$ cat config.mk
export PLATFORM = sky130hd
export DESIGN_NAME = battery_gauge_reading_conditioner_flat
export DESIGN_NICKNAME = d
export VERILOG_FILES = /design/src/sv/bgrc_pkg.sv /design/src/sv/bgrc_in_if.sv /design/src/sv/bgrc_out_if.sv /design/src/sv/bgrc_step.sv /design/src/sv/battery_gauge_reading_conditioner.sv /design/src/flat_wrapper.sv
export SDC_FILE = /design/constraint.sdc
export NUM_CORES = 1
export LEC_CHECK = 0
export ABC_CLOCK_PERIOD_IN_PS = 13200
export BUFFER_PORTS_ARGS = -buffer_cell sky130_fd_sc_hd__buf_2
export CAP_MARGIN = 20
export CORE_UTILIZATION = 60
export CTS_CLUSTER_DIAMETER = 60
export CTS_CLUSTER_SIZE = 10
export DETAILED_ROUTE_END_ITERATION = 8
export PLACE_DENSITY = 0.78
export SLEW_MARGIN = 15
export SYNTH_ARGS = -nofsm -noshare
export SYNTH_HDL_FRONTEND = slang
export SYNTH_HIERARCHICAL = 1
export SYNTH_SLANG_ARGS = --single-unit
$ cat constraint.sdc
create_clock -name clk -period 13.2 [get_ports clk]
set_clock_uncertainty 0.2 [all_clocks]
set_input_delay 3.96 -clock clk [delete_from_list [all_inputs] [get_ports clk]]
set_output_delay 3.96 -clock clk [all_outputs]
set_load 0.03 [all_outputs]
$ cat src/sv/bgrc_pkg.sv
// bgrc_pkg: shared types, constants and scaling functions of the battery gauge reading conditioner
// no dependencies; imported by the interfaces, bgrc_step and the top level
`default_nettype none

package bgrc_pkg;

  localparam int unsigned MV_W       = 13;
  localparam int unsigned PCT_W      = 8;
  localparam int unsigned HELD_PCT_W = 7;
  localparam int unsigned CODE_W     = 12;
  localparam int unsigned CFG_IDX_W  = 2;
  localparam int unsigned CFG_DATA_W = 8;
  localparam int unsigned SOC_W      = 9;

  localparam logic [CFG_IDX_W-1:0] REG_BATTERY_TYPE    = 2'd0;
  localparam logic [CFG_IDX_W-1:0] REG_FACTORY_NO_BATT = 2'd1;
  localparam logic [CFG_IDX_W-1:0] REG_SOC_OVR_ENABLE  = 2'd2;
  localparam logic [CFG_IDX_W-1:0] REG_SOC_OVR_VALUE   = 2'd3;

  localparam logic OP_VOLTAGE  = 1'b0;
  localparam logic OP_CAPACITY = 1'b1;

  localparam logic [MV_W-1:0]       HELD_MV_RESET  = 13'd4200;
  localparam logic [HELD_PCT_W-1:0] HELD_PCT_RESET = 7'd100;
  localparam logic [PCT_W-1:0]      SOC_OVR_RESET  = 8'd255;
  localparam logic [PCT_W-1:0]      FACTORY_PCT    = 8'd70;
  localparam logic [HELD_PCT_W-1:0] PCT_MAX        = 7'd100;
  localparam logic [HELD_PCT_W-1:0] PCT_MIN_LIVE   = 7'd1;
  localparam logic [SOC_W-1:0]      SOC_BUMP_ABOVE = 9'd74;

  localparam logic [MV_W-1:0] FACTORY_MV_T0 = 13'd4350;
  localparam logic [MV_W-1:0] FACTORY_MV_T1 = 13'd4200;
  localparam logic [MV_W-1:0] FLOOR_MV_T0   = 13'd3500;
  localparam logic [MV_W-1:0] FLOOR_MV_T1   = 13'd3400;

  // floor(x/9) = (x*RECIP_9) >> 16 for x below 2551
  localparam logic [12:0] RECIP_9  = 13'd7282;
  // floor(w*3906/900000) = (w*RECIP_T1) >> 40 for any 16-bit w
  localparam logic [32:0] RECIP_T1 = 33'd4771880465;

  typedef struct packed {
    logic       op;
    logic [7:0] vcell_high;
    logic [7:0] vcell_low;
    logic       vcell_ok;
    logic [7:0] charge_high;
    logic [7:0] charge_low;
    logic       charge_ok;
    logic       charger_present;
  } bgrc_in_t;

  typedef struct packed {
    logic [MV_W-1:0]  millivolts;
    logic [PCT_W-1:0] percent;
  } bgrc_out_t;

  typedef struct packed {
    logic             battery_type;
    logic             factory_no_battery;
    logic             soc_override_enable;
    logic [PCT_W-1:0] soc_override_value;
  } bgrc_cfg_t;

  typedef struct packed {
    logic [MV_W-1:0]       held_mv;
    logic [HELD_PCT_W-1:0] held_pct;
  } bgrc_state_t;

  // code * 125 / 100 == code * 5 / 4
  function automatic logic [MV_W-1:0] code_to_mv(input logic [7:0] hi, input logic [7:0] lo);
    logic [CODE_W-1:0] code;
    logic [14:0]       x5;
    code = {hi, lo[7:4]};
    x5   = {1'b0, code, 2'b00} + {3'b000, code};
    return x5[14:2];
  endfunction

  function automatic logic [HELD_PCT_W-1:0] clamp_soc(input logic [SOC_W-1:0] q);
    return (q > SOC_W'(PCT_MAX)) ? PCT_MAX : q[HELD_PCT_W-1:0];
  endfunction

  function automatic logic [HELD_PCT_W-1:0] soc_type0(input logic [7:0] ch);
    logic [11:0]      x;
    logic [24:0]      prod;
    logic [SOC_W-1:0] q;
    x    = {1'b0, ch, 3'b000} + {3'b000, ch, 1'b0};
    prod = 25'(x) * 25'(RECIP_9);
    q    = prod[24:16];
    if (q > SOC_BUMP_ABOVE) begin
      q = q + 9'd1;
    end
    return clamp_soc(q);
  endfunction

  function automatic logic [HELD_PCT_W-1:0] soc_type1(input logic [7:0] ch,
                                                      input logic [7:0] cl);
    logic [15:0] w;
    logic [48:0] prod;
    w    = {ch, cl};
    prod = 49'(w) * 49'(RECIP_T1);
    return clamp_soc(prod[48:40]);
  endfunction

endpackage

`default_nettype wire

$ cat src/sv/bgrc_in_if.sv
// bgrc_in_if: valid/ready channel carrying one query beat
// depends on bgrc_pkg for the payload type
`default_nettype none

interface bgrc_in_if
  import bgrc_pkg::*;
();
  logic     valid;
  logic     ready;
  bgrc_in_t data;

  modport source (output valid, output data, input ready);
  modport sink   (input valid, input data, output ready);
endinterface

`default_nettype wire

$ cat src/sv/bgrc_out_if.sv
// bgrc_out_if: valid/ready channel carrying one result beat
// depends on bgrc_pkg for the payload type
`default_nettype none

interface bgrc_out_if
  import bgrc_pkg::*;
();
  logic      valid;
  logic      ready;
  bgrc_out_t data;

  modport source (output valid, output data, input ready);
  modport sink   (input valid, input data, output ready);
endinterface

`default_nettype wire

$ cat src/sv/bgrc_step.sv
// bgrc_step: combinational evaluation of one query against the held voltage and capacity
// depends on bgrc_pkg
`default_nettype none

module bgrc_step
  import bgrc_pkg::*;
(
  input  bgrc_in_t    item,
  input  bgrc_cfg_t   cfg,
  input  bgrc_state_t state,
  output bgrc_state_t state_next,
  output bgrc_out_t   result
);

  logic [MV_W-1:0]       mv_read;
  logic [MV_W-1:0]       mv_eval;
  logic [MV_W-1:0]       floor_mv;
  logic [HELD_PCT_W-1:0] soc_raw;
  logic [HELD_PCT_W-1:0] soc_floor;
  logic [HELD_PCT_W-1:0] soc_min;

  always_comb begin
    mv_read = code_to_mv(item.vcell_high, item.vcell_low);
    if (!item.vcell_ok) begin
      mv_eval = state.held_mv;
    end else if (!item.charger_present && (state.held_mv < mv_read)) begin
      mv_eval = state.held_mv;
    end else begin
      mv_eval = mv_read;
    end

    floor_mv  = cfg.battery_type ? FLOOR_MV_T1 : FLOOR_MV_T0;
    soc_raw   = cfg.battery_type ? soc_type1(item.charge_high, item.charge_low)
                                 : soc_type0(item.charge_high);
    soc_floor = ((soc_raw == '0) && (mv_eval > floor_mv)) ? PCT_MIN_LIVE : soc_raw;
    soc_min   = (!item.charger_present && (state.held_pct < soc_floor)) ? state.held_pct
                                                                         : soc_floor;

    state_next = state;
    result     = '0;
    case (item.op)
      OP_VOLTAGE: begin
        if (cfg.factory_no_battery) begin
          result.millivolts = cfg.battery_type ? FACTORY_MV_T1 : FACTORY_MV_T0;
        end else begin
          state_next.held_mv = mv_eval;
          result.millivolts  = mv_eval;
        end
        result.percent = PCT_W'(state.held_pct);
      end
      OP_CAPACITY: begin
        if (cfg.soc_override_enable) begin
          result.percent = cfg.soc_override_value;
        end else if (cfg.factory_no_battery) begin
          result.percent = FACTORY_PCT;
        end else if (!item.charge_ok) begin
          result.percent = PCT_W'(state.held_pct);
        end else begin
          state_next.held_mv = mv_eval;
          if (cfg.battery_type) begin
            state_next.held_pct = soc_min;
            result.percent      = PCT_W'(soc_min);
          end else begin
            result.percent = PCT_W'(soc_floor);
          end
        end
        result.millivolts = state_next.held_mv;
      end
      default: begin
        result = '0;
      end
    endcase
  end

endmodule

`default_nettype wire

$ cat src/sv/battery_gauge_reading_conditioner.sv
// battery_gauge_reading_conditioner: top level, input register, held state and result register
// depends on bgrc_pkg, bgrc_in_if, bgrc_out_if and bgrc_step
//
//   channel   dir  beat payload
//   reading   in   op, vcell bytes and ok, charge bytes and ok, charger_present
//   result    out  millivolts, percent
//   cfg_*     in   write enable, 2-bit register index, 8-bit data
//
// one query per cycle sustained unless result stalls; via the input, then the result register
// the held voltage and capacity update when a query moves into the result register
// synchronous reset restores valid flags, configuration and held state, no clearing pass
// a stalled result holds its register; one more query waits in the input register
`default_nettype none

module battery_gauge_reading_conditioner
  import bgrc_pkg::*;
(
  input  wire logic                  clk,
  input  wire logic                  rst,
  bgrc_in_if.sink                    reading,
  bgrc_out_if.source                 result,
  input  wire logic                  cfg_we,
  input  wire logic [CFG_IDX_W-1:0]  cfg_index,
  input  wire logic [CFG_DATA_W-1:0] cfg_data
);

  bgrc_cfg_t   cfg;
  bgrc_state_t state;
  bgrc_state_t state_next;
  logic        s1_valid;
  bgrc_in_t    s1_item;
  logic        out_valid;
  bgrc_out_t   out_data;
  bgrc_out_t   step_result;
  logic        advance;

  assign advance       = s1_valid && (!out_valid || result.ready);
  assign reading.ready = !s1_valid || advance;
  assign result.valid  = out_valid;
  assign result.data   = out_data;

  bgrc_step u_step (
    .item       (s1_item),
    .cfg        (cfg),
    .state      (state),
    .state_next (state_next),
    .result     (step_result)
  );

  always_ff @(posedge clk) begin
    if (rst) begin
      cfg.battery_type        <= 1'b0;
      cfg.factory_no_battery  <= 1'b0;
      cfg.soc_override_enable <= 1'b0;
      cfg.soc_override_value  <= SOC_OVR_RESET;
    end else if (cfg_we) begin
      case (cfg_index)
        REG_BATTERY_TYPE:    cfg.battery_type        <= cfg_data[0];
        REG_FACTORY_NO_BATT: cfg.factory_no_battery  <= cfg_data[0];
        REG_SOC_OVR_ENABLE:  cfg.soc_override_enable <= cfg_data[0];
        REG_SOC_OVR_VALUE:   cfg.soc_override_value  <= cfg_data;
        default: begin
        end
      endcase
    end
  end

  always_ff @(posedge clk) begin
    if (rst) begin
      s1_valid       <= 1'b0;
      out_valid      <= 1'b0;
      state.held_mv  <= HELD_MV_RESET;
      state.held_pct <= HELD_PCT_RESET;
    end else begin
      if (reading.valid && reading.ready) begin
        s1_valid <= 1'b1;
      end else if (advance) begin
        s1_valid <= 1'b0;
      end
      if (advance) begin
        out_valid <= 1'b1;
        state     <= state_next;
      end else if (result.ready) begin
        out_valid <= 1'b0;
      end
    end
  end

  always_ff @(posedge clk) begin
    if (reading.valid && reading.ready) begin
      s1_item <= reading.data;
    end
    if (advance) begin
      out_data <= step_result;
    end
  end

`ifndef SYNTHESIS
  a_s1_holds_on_stall: assert property (@(posedge clk) disable iff (rst)
    s1_valid && out_valid && !result.ready |=> s1_valid && $stable(s1_item))
    else $error("queued query lost while result stalled");

  a_state_only_on_advance: assert property (@(posedge clk) disable iff (rst)
    !advance |=> $stable(state))
    else $error("held state changed without a query moving");

  a_held_pct_range: assert property (@(posedge clk) disable iff (rst)
    state.held_pct <= PCT_MAX)
    else $error("held capacity above full scale");

  a_held_mv_range: assert property (@(posedge clk) disable iff (rst)
    state.held_mv <= 13'd5118)
    else $error("held voltage above conversion range");
`endif

endmodule

`default_nettype wire

$ cat src/flat_wrapper.sv
// flat-port wrapper written by rule: the top's interface ports become plain ports
module battery_gauge_reading_conditioner_flat import bgrc_pkg::*;
  (clk, rst, cfg_we, cfg_index, cfg_data, reading_valid, reading_data, reading_ready, result_valid, result_data, result_ready);
  bgrc_in_if reading_i ();
  bgrc_out_if result_i ();
  input  wire logic clk;
  input  wire logic rst;
  input  wire logic cfg_we;
  input  wire logic [CFG_IDX_W-1:0] cfg_index;
  input  wire logic [CFG_DATA_W-1:0] cfg_data;
  input wire logic [$bits(reading_i.valid)-1:0] reading_valid;
  input wire logic [$bits(reading_i.data)-1:0] reading_data;
  output wire logic [$bits(reading_i.ready)-1:0] reading_ready;
  output wire logic [$bits(result_i.valid)-1:0] result_valid;
  output wire logic [$bits(result_i.data)-1:0] result_data;
  input wire logic [$bits(result_i.ready)-1:0] result_ready;
  assign reading_i.valid = reading_valid;
  assign reading_i.data = reading_data;
  assign reading_ready = reading_i.ready;
  assign result_valid = result_i.valid;
  assign result_data = result_i.data;
  assign result_i.ready = result_ready;
  battery_gauge_reading_conditioner u_core (.clk(clk), .rst(rst), .reading(reading_i), .result(result_i), .cfg_we(cfg_we), .cfg_index(cfg_index), .cfg_data(cfg_data));
endmodule
Word level (Yosys, flattened, before mapping)
Index checks and enable logic that the tools add are counted.
{"block": "word_totals", "in_bits": 51, "wordCells": 82, "out_inout_bits": 23, "reg_bits": 90}
{"block": "op_classes", "n_addsub": 3, "n_eq_ne": 4, "reduce_logical": 20, "n_lt_le_gt_ge": 6, "multipliers": 2, "bitwise_logic": 3, "muxes": 26}
{"cell": "$mux W20", "count": 3}
{"cell": "$mux W13", "count": 4}
{"cell": "$mul A16 B33 Y49 const B", "count": 1}
{"cell": "$mux W7", "count": 7}
{"cell": "$pmux W21 S2", "count": 1}
{"cell": "$mux W8", "count": 5}
{"cell": "$gt A9 B7 Y1 const B", "count": 3}
{"cell": "$pmux W13 S2", "count": 1}
{"cell": "$mul A12 B12 Y24 const B", "count": 1}
{"cell": "$add A14 B12 Y15", "count": 1}
{"cell": "$gt A13 B12 Y1", "count": 1}
{"cell": "$lt A13 B13 Y1", "count": 1}
{"cell": "$add A11 B9 Y12", "count": 1}
{"cell": "$reduce_and A2 Y1", "count": 5}
{"cell": "$add A9 B1 Y9 const B", "count": 1}
{"cell": "$mux W9", "count": 1}
{"cell": "$logic_not A7 Y1", "count": 1}
{"cell": "$lt A7 B7 Y1", "count": 1}
{"cell": "$reduce_and A6 Y1", "count": 1}
{"cell": "$logic_and A1 B1 Y1", "count": 5}
{"cell": "$eq A2 B2 Y1 const B", "count": 2}
{"cell": "$mux W1", "count": 4}
{"cell": "$reduce_bool A2 Y1", "count": 2}
{"cell": "$logic_not A1 Y1", "count": 3}
{"cell": "other kinds (5)", "count": 8}

Logic depth before layout (Yosys ltp)
{"block": "logic_depth", "depth_word": 18, "ltp_mapped": 42, "mapped_depth_nobuf": 41}

Cells and area by module
Netlist, hierarchy kept.
{"mod": "bgrc_step", "n_inst": 1, "seq_area_each_um2": 0.0, "area_per_inst_um2": 12295.5, "cells_each": 1438}
{"mod": "battery_gauge_reading_conditioner", "n_inst": 1, "seq_area_each_um2": 2372.3, "area_per_inst_um2": 3100.5, "cells_each": 203}

Worst setup path after synthesis
No wires, ideal clock.
{"block": "synth_timing", "kind": "flip-flop to flip-flop", "startpoint": "reg u_core/s1_item[11] (netlist name)", "endpoint": "reg, netlist name u_core/state[0]", "t_arrival_ns": 8.903, "required_ns": 12.879, "slack_ns": 3.976, "setup_time_ns": 0.121, "synth_period_minus_slack_ns": 9.224, "path_buffers": 1, "path_stages_with_launch": 42, "cell_sequence": "edfxtp_1 > ha_1 > a21o_1 > a21oi_1 > o21bai_1 > a21oi_1 > xnor2_1 > inv_1 > fa_1 > inv_1 > ha_1 > ha_1 > inv_1 > fa_1 > fa_1 > inv_1 > ha_1 > a21oi_1 > [... 6 more ...] > and2_1 > and2_4 > xnor2_2 > o41ai_4 > and3_1 > a21oi_1 > ha_1 > a21o_1 > a211oi_1 > o21ai_0 > or3_1 > o22ai_2 > nor2_2 > and3_1 > buf_6 > mux2_4 > nand2b_1 > mux2i_1"}
{"block": "synth_via", "elab_chain_cells": 13, "elab_cells_between_ends": 17, "cone_classes": "add/sub (2); mul (2); order compare (4); mux (6); reduce/logical (3)"}
{"element": "from (decl)", "line": "battery_gauge_reading_conditioner.sv:31", "source": "bgrc_in_t s1_item;"}
{"element": "from (signal assigned)", "line": "battery_gauge_reading_conditioner.sv:91", "source": "s1_item <= reading.data;"}
{"element": "$add A11 B9 Y12", "line": "bgrc_pkg.sv:86", "source": "x = {1'b0, ch, 3'b000} + {3'b000, ch, 1'b0};"}
{"element": "$mul A12 B12 Y24", "line": "bgrc_pkg.sv:87", "source": "prod = 25'(x) * 25'(RECIP_9);"}
{"element": "$add A9 B1 Y9 or $gt A9 B7 Y1 (tied branches)", "line": "bgrc_pkg.sv:90, bgrc_pkg.sv:89"}
{"element": "$mux W9", "line": "bgrc_pkg.sv:89", "source": "if (q > SOC_BUMP_ABOVE) begin"}
{"element": "$gt A9 B7 Y1", "line": "bgrc_pkg.sv:79", "source": "return (q > SOC_W'(PCT_MAX)) ? PCT_MAX : q[HELD_PCT_W-1:0];"}
{"element": "$mux W7", "line": "bgrc_pkg.sv:79"}
{"element": "$mux W7 (*)", "line": "bgrc_step.sv:33", "source": "soc_raw = cfg.battery_type ? soc_type1(item.charge_high, item.charge_low)"}
{"element": "$logic_not A7 Y1", "line": "bgrc_step.sv:35", "source": "soc_floor = ((soc_raw == '0) && (mv_eval > floor_mv)) ? PCT_MIN_LIVE : soc_raw;"}
{"element": "$logic_and A1 B1 Y1", "line": "bgrc_step.sv:35"}
{"element": "$mux W7 (*)", "line": "bgrc_step.sv:35"}
{"element": "$lt A7 B7 Y1", "line": "bgrc_step.sv:36", "source": "soc_min = (!item.charger_present && (state.held_pct < soc_floor)) ? state.held_pct"}
{"element": "$logic_and A1 B1 Y1", "line": "bgrc_step.sv:36"}
{"element": "$mux W7 (*)", "line": "bgrc_step.sv:36"}
Mark *: on every way between the ends. The rest lies on a longest branch, timed or not.
A chain may end at the register's enable or synchronous reset.

Worst setup path in the final report
{"block": "layout_timing", "startpoint": "reg u_core/s1_item[11] (netlist name)", "endpoint": "reg, netlist name u_core/state[0]"}
{"block": "layout_via", "elab_chain_cells": 13, "elab_cells_between_ends": 17, "cone_classes": "add/sub (2); mul (2); order compare (4); mux (6); reduce/logical (3)"}
{"element": "$add A11 B9 Y12", "line": "bgrc_pkg.sv:86"}
{"element": "$mul A12 B12 Y24", "line": "bgrc_pkg.sv:87"}
{"element": "$add A9 B1 Y9 or $gt A9 B7 Y1 (tied branches)", "line": "bgrc_pkg.sv:90, bgrc_pkg.sv:89"}
{"element": "$mux W9", "line": "bgrc_pkg.sv:89"}
{"element": "$gt A9 B7 Y1", "line": "bgrc_pkg.sv:79"}
{"element": "$mux W7", "line": "bgrc_pkg.sv:79"}
{"element": "$mux W7 (*)", "line": "bgrc_step.sv:33"}
{"element": "$logic_not A7 Y1", "line": "bgrc_step.sv:35"}
{"element": "$logic_and A1 B1 Y1", "line": "bgrc_step.sv:35"}
{"element": "$mux W7 (*)", "line": "bgrc_step.sv:35"}
{"element": "$lt A7 B7 Y1", "line": "bgrc_step.sv:36"}
{"element": "$logic_and A1 B1 Y1", "line": "bgrc_step.sv:36"}
{"element": "$mux W7 (*)", "line": "bgrc_step.sv:36"}
Marked as above.

==> impl_metrics.env <==
export IMPL_max_stage_delay_ns=0.89
export IMPL_worst_setup_path_type="reg -> reg"
export IMPL_fp_dieH_microns=162
export IMPL_hold_class="reg -> reg"
export IMPL_routed_via_count=12200
export IMPL_slew_headroom_pct=25.4
export IMPL_slowest_stage="edfxtp_1"
export IMPL_startpoint_type="flip-flop"
export IMPL_core_area_sq_um=25100
export IMPL_diodes=0
export IMPL_fin_crit_sh_pct=81.4
export IMPL_nFillCells=2159
export IMPL_drv_cap=0
export IMPL_grt_max_degree=62
export IMPL_fmax_mhz=93.1
export IMPL_syn2layout_area_growth_pct=5.86
export IMPL_antenna_found_initial=0
export IMPL_cts_setup_buffers=0
export IMPL_die_w_microns=162
export IMPL_clk_pin_slew_ns=0.08
export IMPL_cts_hold_fix_buffers=0
export IMPL_cts_made_buffers=9
export IMPL_clk_latency_ns=0.36
export IMPL_final_common_cell="ha_1"
export IMPL_synthesis_nets=2134
export IMPL_rsz0062_at_grt="false"
export IMPL_multi_input_area_sq_um=12000
export IMPL_rows=58
export IMPL_grt_overflow=0
export IMPL_drt_iter0_markers=785
export IMPL_finalSetupViolCount=0
export IMPL_syn_avg_cell_area_sq_um=9.33
export IMPL_cpMostUsedCell="ha_1"
export IMPL_cp_max_fo=14
export IMPL_grt_pass1_vias=12500
export IMPL_gp_congestion=0.959
export IMPL_netlist_area_sq_um=15300
export IMPL_dieArea_sq_um=26100
export IMPL_register_area_sq_um=2250
export IMPL_cp_top_family="adder cells"
export IMPL_finalWirelength_mm=38.0
export IMPL_tns_ns=0
export IMPL_crit_path_end_kind="flip-flop"
export IMPL_ctsRootBufferMaster="clkbuf_16"
export IMPL_final_cell_mix="291 x ha_1, 233 x inv_1, 155 x fa_1"
export IMPL_cts_max_path_buffers=2
export IMPL_status="completed"
export IMPL_antenna_left=0
export IMPL_syn_inst=1637
export IMPL_worst_pin_slew_ns=1.12
export IMPL_cts_tree="done"
export IMPL_htree_levels=3
export IMPL_drc_errors=0
export IMPL_initial_core_util_pct=60.8
export IMPL_avgRoutedWirePerCell_microns=18.8
export IMPL_drive_above_1_share_pct=7.97
export IMPL_clkSinkCount=86
export IMPL_io_buffers=69
export IMPL_grt_pass1_wl_mm=62.6
export IMPL_hpwlAfterDp_mm=31.5
export IMPL_grt_usage_pct=30.5
export IMPL_cts_resized=0
export IMPL_cp_num_buf_inv=4
export IMPL_drv_slew=0
export IMPL_ios=74
export IMPL_cp_arrival_ns=10.76
export IMPL_firstDrtPassIters=8
export IMPL_yosysWarningCount=6
export IMPL_fin_crit_ns=10.74
export IMPL_viasPerCell=6.04
export IMPL_cp_required_ns=13.22
export IMPL_nNetsFinal=2185
export IMPL_hold_violations=0
## worst min-delay path, delay by kind of cell, from the launching register on
kind	cells	cell delay [ns]
DFF	1	0.33
muxes	1	0.06
and+or+nand+nor	1	0.07
## metal layers
metal | part of all wire [%] | vias up | track usage [%] | wire length, microns
li1 | - | 5859 | - | -
met2 | 48 | 362 | 52.3 | 18300
met5 | 0 | - | 0 | 0
met1 | 44 | 5923 | 40.2 | 16700
met4 | 2.8 | 0 | 10.3 | 1080
met3 | 5.2 | 71 | 3.00 | 1960
## sequential cells by signal, indices dropped and copies added (netlist names)
register,cells
u_core/s1_item,32
u_core/state,20
u_core/s1_valid,1
u_core/cfg,11
u_core/result.valid,1
u_core/result.data,21
## layout make-up
cell class	count	area share [%]
clock buffers	10	1.42
clock inverters	6	0.286
inverters	234	5.43
multi-input cells	1284	74.1
flip-flops and latches	86	13.9
well taps	330	2.55
repair buffers	73	2.32
## final timing paths
| kind | end | startpoint | slack [ns] | depth (start not counted) |
|---|---|---|---|---|
| min reg2reg | u_core/state[1] | u_core/state[1] | 0.31 | 2 |
| max | u_core/state[0] | u_core/s1_item[11] | 2.46 | 39 |
| max reg2reg | u_core/state[0] | u_core/s1_item[11] | 2.46 | 39 |
| min | u_core/state[1] | u_core/state[1] | 0.31 | 2 |
## per-stage QoR
step	hold WS, ns	utilization, %	setup WS (ns)	cells	instance area [sq um]
after global routing	0.335	64.4	1.88	2023	16200
after global placement	0.292	63.3	2.83	2007	15900
after floorplan	0.266	-	3.98	1637	15300
final	0.310	64.4	2.46	2023	16200
after detailed placement	0.303	63.3	2.63	2007	15900
after CTS	0.316	64.4	2.55	2023	16200
Power is not shown: default switching activity piles up to over one toggle a cycle in this logic, so the estimate is an artifact.
